$ cat src/design/itra_pkg.sv
// Shared types, constants and helpers for the integer to radix ASCII converter.
package itra_pkg;

   typedef logic [3:0] digit_type;
   typedef logic [7:0] char_type;

   typedef enum logic [1:0] {
      BASE_DEC = 2'd0,
      BASE_HEX = 2'd1,
      BASE_OCT = 2'd2,
      BASE_BIN = 2'd3
   } base_type;

   localparam char_type  CHAR_ZERO    = 8'h30;
   localparam char_type  CHAR_MINUS   = 8'h2D;
   localparam char_type  ALPHA_OFFSET = 8'd55;
   localparam digit_type DIGIT_TEN    = 4'd10;
   localparam digit_type DABBLE_LIMIT = 4'd5;
   localparam digit_type DABBLE_ADD   = 4'd3;

   typedef struct packed {
      logic     load;
      logic     step;
      base_type base;
   } conv_ctrl_type;

   function automatic char_type digit_char(digit_type d);
      char_type wide;
      wide = {4'b0000, d};
      if (d >= DIGIT_TEN) begin
         return wide + ALPHA_OFFSET;
      end
      return wide + CHAR_ZERO;
   endfunction

endpackage

$ cat src/design/itra_conv.sv
// Digit store: loads power-of-two digits directly, builds BCD by shift-add-3.
module itra_conv #(
   parameter int VALUE_WIDTH = 32
) (
   input  logic                                   clock,
   input  itra_pkg::conv_ctrl_type                ctrl,
   input  logic [VALUE_WIDTH-1:0]                 mag,
   input  logic [$clog2(VALUE_WIDTH)-1:0]         rd_idx,
   output itra_pkg::digit_type                    rd_digit
);
   import itra_pkg::*;

   localparam int NUM_DIGITS = VALUE_WIDTH;
   localparam int NUM_DEC    = (VALUE_WIDTH * 30103) / 100000 + 1;

   digit_type                  dig_ff [NUM_DIGITS];
   digit_type                  dig_in [NUM_DIGITS];
   logic [VALUE_WIDTH-1:0]     shift_ff;
   logic [VALUE_WIDTH-1:0]     shift_in;
   logic [4*NUM_DIGITS-1:0]    mag_pad;
   digit_type                  adj [NUM_DEC];

   assign mag_pad  = {{(4*NUM_DIGITS-VALUE_WIDTH){1'b0}}, mag};
   assign rd_digit = dig_ff[rd_idx];

   always_comb begin
      for (int i = 0; i < NUM_DEC; i++) begin
         adj[i] = (dig_ff[i] >= DABBLE_LIMIT) ? dig_ff[i] + DABBLE_ADD : dig_ff[i];
      end
      dig_in   = dig_ff;
      shift_in = shift_ff;
      if (ctrl.load) begin
         shift_in = mag;
         for (int p = 0; p < NUM_DIGITS; p++) begin
            unique case (ctrl.base)
               BASE_DEC: dig_in[p] = '0;
               BASE_HEX: dig_in[p] = mag_pad[4*p +: 4];
               BASE_OCT: dig_in[p] = {1'b0, mag_pad[3*p +: 3]};
               BASE_BIN: dig_in[p] = {3'b000, mag_pad[p]};
               default:  dig_in[p] = '0;
            endcase
         end
      end else if (ctrl.step) begin
         shift_in = {shift_ff[VALUE_WIDTH-2:0], 1'b0};
         dig_in[0] = {adj[0][2:0], shift_ff[VALUE_WIDTH-1]};
         for (int i = 1; i < NUM_DEC; i++) begin
            dig_in[i] = {adj[i][2:0], adj[i-1][3]};
         end
      end
   end

   always_ff @(posedge clock) begin
      dig_ff   <= dig_in;
      shift_ff <= shift_in;
   end

endmodule

$ cat src/design/integer_to_radix_ascii_top.sv
// Signed integer to ASCII text in base 10, 16, 8 or 2, one character per strobe.
// Busy: a sign step if negative, then one step per digit position scanned (VALUE_WIDTH bin,
// (VALUE_WIDTH+2)/3 oct, (VALUE_WIDTH+3)/4 hex, 10 dec at 32 bits); decimal first runs one
// shift-add-3 step per magnitude bit. Leading zeros are scanned but not shown. A new item is
// taken only once the block has returned to idle.
// Reset: synchronous, clears the sequencer and the strobe; results cannot be stalled.
module integer_to_radix_ascii_top #(
   parameter int VALUE_WIDTH = 32
) (
   input  logic                          clock,
   input  logic                          reset,
   input  logic                          start,
   output logic                          busy,
   input  logic signed [VALUE_WIDTH-1:0] req_value,
   input  logic [1:0]                    req_base_select,
   output logic                          rsp_strobe,
   output itra_pkg::char_type            rsp_char_code,
   output logic                          rsp_last_char
);
   import itra_pkg::*;

   localparam int CNT_WIDTH = $clog2(VALUE_WIDTH + 1);
   localparam int IDX_WIDTH = $clog2(VALUE_WIDTH);
   localparam int NUM_DEC   = (VALUE_WIDTH * 30103) / 100000 + 1;
   localparam logic [CNT_WIDTH-1:0] CNT_BIN = CNT_WIDTH'(VALUE_WIDTH);
   localparam logic [CNT_WIDTH-1:0] CNT_OCT = CNT_WIDTH'((VALUE_WIDTH + 2) / 3);
   localparam logic [CNT_WIDTH-1:0] CNT_HEX = CNT_WIDTH'((VALUE_WIDTH + 3) / 4);
   localparam logic [CNT_WIDTH-1:0] CNT_DEC = CNT_WIDTH'(NUM_DEC);
   localparam logic [CNT_WIDTH-1:0] CNT_ONE = CNT_WIDTH'(1);
   localparam logic [VALUE_WIDTH-1:0] VAL_ONE = VALUE_WIDTH'(1);

   typedef enum logic [3:0] {
      ST_IDLE   = 4'b0001,
      ST_DABBLE = 4'b0010,
      ST_SIGN   = 4'b0100,
      ST_EMIT   = 4'b1000
   } state_type;

   state_type              state_ff, state_in;
   logic [CNT_WIDTH-1:0]   cnt_ff, cnt_in, cnt_m1, cnt_load;
   logic                   neg_ff, neg_in;
   logic                   started_ff, started_in;
   logic                   strobe_ff, strobe_in;
   char_type               char_ff, char_in;
   logic                   last_ff, last_in;
   logic                   accept, is_last;
   logic [VALUE_WIDTH-1:0] val_u, mag;
   base_type               base;
   conv_ctrl_type          ctrl;
   digit_type              rd_digit;
   logic [IDX_WIDTH-1:0]   rd_idx;

   assign accept = start & ~busy;
   assign busy   = (state_ff != ST_IDLE);
   assign val_u  = req_value;
   assign mag    = val_u[VALUE_WIDTH-1] ? (~val_u + VAL_ONE) : val_u;
   assign base   = base_type'(req_base_select);
   assign cnt_m1 = cnt_ff - CNT_ONE;
   assign rd_idx = cnt_m1[IDX_WIDTH-1:0];
   assign is_last = (cnt_ff == CNT_ONE);

   always_comb begin
      unique case (base)
         BASE_DEC: cnt_load = CNT_DEC;
         BASE_HEX: cnt_load = CNT_HEX;
         BASE_OCT: cnt_load = CNT_OCT;
         BASE_BIN: cnt_load = CNT_BIN;
         default:  cnt_load = CNT_BIN;
      endcase
   end

   itra_conv #(
      .VALUE_WIDTH(VALUE_WIDTH)
   ) u_conv (
      .clock    (clock),
      .ctrl     (ctrl),
      .mag      (mag),
      .rd_idx   (rd_idx),
      .rd_digit (rd_digit)
   );

   always_comb begin
      state_in   = state_ff;
      cnt_in     = cnt_ff;
      neg_in     = neg_ff;
      started_in = started_ff;
      strobe_in  = 1'b0;
      char_in    = char_ff;
      last_in    = 1'b0;
      ctrl.load  = accept;
      ctrl.step  = 1'b0;
      ctrl.base  = base;
      unique case (state_ff)
         ST_IDLE: begin
            if (accept) begin
               neg_in     = val_u[VALUE_WIDTH-1];
               started_in = 1'b0;
               if (base == BASE_DEC) begin
                  state_in = ST_DABBLE;
                  cnt_in   = CNT_BIN;
               end else begin
                  state_in = val_u[VALUE_WIDTH-1] ? ST_SIGN : ST_EMIT;
                  cnt_in   = cnt_load;
               end
            end
         end
         ST_DABBLE: begin
            ctrl.step = 1'b1;
            cnt_in    = cnt_m1;
            if (is_last) begin
               cnt_in   = CNT_DEC;
               state_in = neg_ff ? ST_SIGN : ST_EMIT;
            end
         end
         ST_SIGN: begin
            strobe_in = 1'b1;
            char_in   = CHAR_MINUS;
            state_in  = ST_EMIT;
         end
         ST_EMIT: begin
            if (is_last || started_ff || (rd_digit != '0)) begin
               strobe_in  = 1'b1;
               char_in    = digit_char(rd_digit);
               last_in    = is_last;
               started_in = 1'b1;
            end
            cnt_in = cnt_m1;
            if (is_last) begin
               state_in = ST_IDLE;
            end
         end
         default: state_in = ST_IDLE;
      endcase
   end

   always_ff @(posedge clock) begin
      if (reset) begin
         state_ff  <= ST_IDLE;
         strobe_ff <= 1'b0;
      end else begin
         state_ff  <= state_in;
         strobe_ff <= strobe_in;
      end
      cnt_ff     <= cnt_in;
      neg_ff     <= neg_in;
      started_ff <= started_in;
      char_ff    <= char_in;
      last_ff    <= last_in;
   end

   assign rsp_strobe    = strobe_ff;
   assign rsp_char_code = char_ff;
   assign rsp_last_char = last_ff;

endmodule

$ cat config.mk
export PLATFORM = sky130hd
export DESIGN_NAME = integer_to_radix_ascii_top
export DESIGN_NICKNAME = d
export VERILOG_FILES = /design/src/design/itra_pkg.sv /design/src/design/itra_conv.sv /design/src/design/integer_to_radix_ascii_top.sv
export SDC_FILE = /design/constraint.sdc
export NUM_CORES = 1
export LEC_CHECK = 0
export CAP_MARGIN = 20
export CORE_MARGIN = 2
export CORE_UTILIZATION = 45
export CTS_CLUSTER_SIZE = 10
export DETAILED_ROUTE_END_ITERATION = 10
export DONT_BUFFER_PORTS = 1
export HOLD_SLACK_MARGIN = 0.15
export PLACE_DENSITY = 0.59
export SLEW_MARGIN = 20
export SYNTH_ARGS = -nofsm -noshare
export SYNTH_HDL_FRONTEND = slang
export SYNTH_SLANG_ARGS = --single-unit
$ cat constraint.sdc
create_clock -name clock -period 16.3 [get_ports clock]
set_clock_uncertainty 0.15 [all_clocks]
set_input_delay 3.26 -clock clock [delete_from_list [all_inputs] [get_ports clock]]
set_output_delay 3.26 -clock clock [all_outputs]
set_load 0.03 [all_outputs]
==> flow_summary_export.csv <==
group,metric,value,unit
outcome,status,"finished, final reports clean",
placed_design,dpl_worst_slack,10200,ps
logic_synthesis,syn_nets,797,
setup_path,cp-end-kind,"flip-flop",
global_route,track_usage,22.6,%
detailed_routing,drcViolationCount,0,
logic_synthesis,synth_top_cell_area_share,44.6,%
floorplanning,die_w,132,microns
setup_path,cp_cell_sequence,"or4_1 -> or4_1 -> o31ai_1 -> xnor2_1 -> a221oi_1 -> a21oi_1",
floorplanning,initial_utilization,46.3,%
sta,hold_viol_final,0,
setup_path,crit_arrival,5650,ps
clock_network,clock_insertion_delay_worst_skew,420,ps
floorplanning,dieArea,17500,sq um
detailed_routing,via_count,5682,
finish,area_growth,9.82,%
pwr,p_leak,2.98,nW
floorplanning,rows,46,
floorplanning,die_height,132,microns
worst_hold_path,min_from,"u_conv.shift_ff[1]",
logic_synthesis,synthFlopType,"edfxtp_1",
placed_design,hpwl,13500,microns
floorplanning,ios,48,
finish,nFillCells,1487,
clock_network,hold_buffers,0,
setup_path,critPathSlowestCell,"or4_1",
setup_path,ff2ff_path_depth,12,
setup_path,r2r_slack,11370,ps
finish,fin_nets,785,
global_route,grt_overflow,0,
setup_path,required,16280,ps
finish,layout-drive-gt1-share,8.34,%
global_route,grt_pass1_wl,30300,microns
sta,relSlewSlack,33.2,%
clock_network,cts_max_level,4,
setup_path,critPathLaunchType,"input pin",
worst_hold_path,hp-class,"reg -> reg",
logic_synthesis,synthTopCellsByArea,"edfxtp_1, nand2_1, ha_1, o21ai_0, mux2i_1",
clock_network,cts-root-buf,"clkbuf_16",
finish,design_area,8130,sq um
sta,tightest_slew,999,ps
setup_path,crit_path_max_fanout,7,
detailed_routing,dr.pass1.iters,5,
sta,fmax,176,MHz
placed_design,portBuffers,0,
logic_synthesis,yosys_warnings,0,
detailed_routing,viasPerCell,6.00,
placed_design,postPlaceCellArea,7570,sq um
worst_hold_path,hold_end,"u_conv.shift_ff[2]",
sta,min_period,5670,ps
setup_path,r2r-start,"cnt_ff[0]",
logic_synthesis,ys_types,67,
logic_synthesis,yosys.area.top_type,"edfxtp_1",
setup_path,cp_slowest_stage_delay,550,ps
setup_path,critical_path_class,"in -> reg",
clock_network,cts_resized,0,
clock_network,clock_path_buffers,2,
pwr,cellPowerDensity,130,nW/um^2
logic_synthesis,ys_seq_area_share,46.2,%
clock_network,clk_pin_slew,60,ps
sta,finalWorstSetupSlack,10630,ps
logic_synthesis,syn_inst,730,
global_route,antenna_found_initial,0,
logic_synthesis,synth_seq_cells,116,
global_route,first_global_vias,5558,
detailed_routing,routedWlPerCell,20.4,microns
sta,period_share,34.8,%
global_route,grt_max_degree,75,
logic_synthesis,synth_edf_count,110,
setup_path,rr_endpoint,"rsp_char_code[0]",
setup_path,cpMostUsedCell,"or4_1",
logic_synthesis,syn_area_per_cell,10.1,sq um
worst_hold_path,worstHoldPathCells,2,
sta,slew_violations,0,
pwr,peakVddDrop,0.0839,mV
logic_synthesis,syn_area,7400,sq um
clock_network,clock_sinks,116,
sta,grt_setup_unrepaired,"no",
detailed_routing,ant_nets,0,
sta,setup_violations,0,
flow_run,drv_cap,0,
logic_synthesis,ys_async_sr_fraction,0,%
floorplanning,core_area,16000,sq um
sta,tns,0,ps
clock_network,post_cts_buffers,0,
detailed_routing,drtIter0Drc,538,
finish,diodes,0,
clock_network,numCtsBuffers,17,
placed_design,gp_congestion,0.829,
clock_network,tritoncts,"done",
detailed_routing,drt_wl_total,19300,microns
## layout by cell type (no fill, tap or decap), types with 3 or more instances in the layout
| master | instances |
|---|---|
| a21oi_1 | 42 |
| o31ai_1 | 9 |
| clkbuf_16 | 17 |
| o211ai_1 | 3 |
| nor2b_1 | 18 |
| xnor2_1 | 24 |
| nand2_1 | 110 |
| nor3b_1 | 11 |
| xor2_1 | 25 |
| clkinvlp_4 | 6 |
| dfxtp_1 | 6 |
| nor3_1 | 7 |
| ha_1 | 30 |
| a221oi_1 | 4 |
| o41ai_1 | 9 |
| o32ai_1 | 3 |
| nor2_1 | 27 |
| nand3b_1 | 5 |
| o221ai_1 | 11 |
| edfxtp_1 | 110 |
| nor4_1 | 5 |
| o21ai_0 | 56 |
| o22ai_1 | 17 |
| or2_2 | 3 |
| or3_1 | 5 |
| inv_1 | 35 |
| clkinv_1 | 3 |
| mux4_2 | 9 |
| nand2b_1 | 22 |
| or4_1 | 4 |
| buf_4 | 5 |
| and2_1 | 6 |
| mux2i_1 | 24 |
| nand3_1 | 4 |
| a22oi_1 | 5 |
| inv_6 | 4 |
## worst max-delay path, delay by kind of cell
kind | cells | cell delay (ps)
compound gates | 3 | 980
simple gates | 2 | 1090
xor+xnor | 1 | 310
## synthesized netlist by cell type (all sizes together), types with 3 or more instances
library cell and n:
a21oi 42, a221oi 4, a22oi 5, and2 6, buf 9, clkbuf 27, clkinv 3, dfxtp 6
edfxtp 110, ha 30, inv 35, mux2i 24, mux4 9, nand2 111, nand2b 22, nand3 4
nand3b 5, nor2 27, nor2b 18, nor3 7, nor3b 11, nor4 5, o211ai 3, o21ai 57
o221ai 11, o22ai 17, o31ai 11, o32ai 3, o41ai 10, or2 4, or3 6, or4 5
xnor2 24, xor2 26
## cell families (layout without fill, tap and decap cells)
| family | after synthesis | in the layout | synth area share (%) |
|---|---|---|---|
| DFF | 116 | 116 | 46.2 |
| adders and majority gates | 30 | 30 | 5.07 |
| buffers and inverters | 74 | 75 | 3.99 |
| xor gates and xnor gates | 50 | 50 | 6.02 |
| muxes | 34 | 34 | 6.13 |
| other | 1 | 1 | 0.0507 |
| and+or+nand+nor | 236 | 236 | 15.7 |
| AOI/OAI and AO/OA | 189 | 189 | 16.8 |
## layer usage
metal	up-vias	routed length (microns)	global-route usage, %
li1	2677	-	-
met1	2732	8260	30.8
met2	252	9090	35.8
met3	21	1650	4.92
met4	0	320	7.47
met5	-	0	0
## report_power, final
group / switching [W] / internal (W)
registers: 0.0000325 / 0.000386
logic: 0.000175 / 0.000111
clock network: 0.000145 / 0.000210
total: 0.000352 / 0.000706
## worst max path at each step
stage | from | slack, ps | to | cells after the start
CTS | req_value[4] | 10650 | u_conv.dig_ff[101] | 6
floorplan | start | 8920 | u_conv.dig_ff[100] | 4
global placement | req_value[8] | 10220 | u_conv.dig_ff[92] | 6
detailed placement | req_value[4] | 10200 | u_conv.dig_ff[101] | 6
finish | req_value[8] | 10630 | u_conv.dig_ff[92] | 6
global route | req_value[4] | 10460 | u_conv.dig_ff[101] | 6
## cell type report
cell class | instances | area, sq um | share of cell area [%]
clock buffer | 17 | 425 | 5.23
clock inverter | 15 | 133 | 1.63
inverter | 38 | 143 | 1.75
multi-input combinational | 540 | 3700 | 45.5
sequential | 116 | 3420 | 42.1
tap | 216 | 270 | 3.32
timing repair buffer | 5 | 37.5 | 0.462
## flip-flops by register name (all words and copies together), names as in the netlist
name and count:
rsp_last_char 1, started_ff 1, cnt_ff 6, rsp_strobe 1, u_conv.dig_ff 63, neg_ff 1, state_ff 4, u_conv.shift_ff 32
rsp_char_code 7
## through the flow
stage          util, %  power [W]  hold slack, ps  instances
2_1_floorplan        -   0.000632             341        730
6_report          50.8    0.00106             368        947
4_1_cts           50.8    0.00106             366        947
5_1_grt           50.8    0.00111             375        947
3_5_place_dp      47.3   0.000706             350        915
3_3_place_gp      47.3   0.000697             344        915
Power figures use the tool's default switching activity.
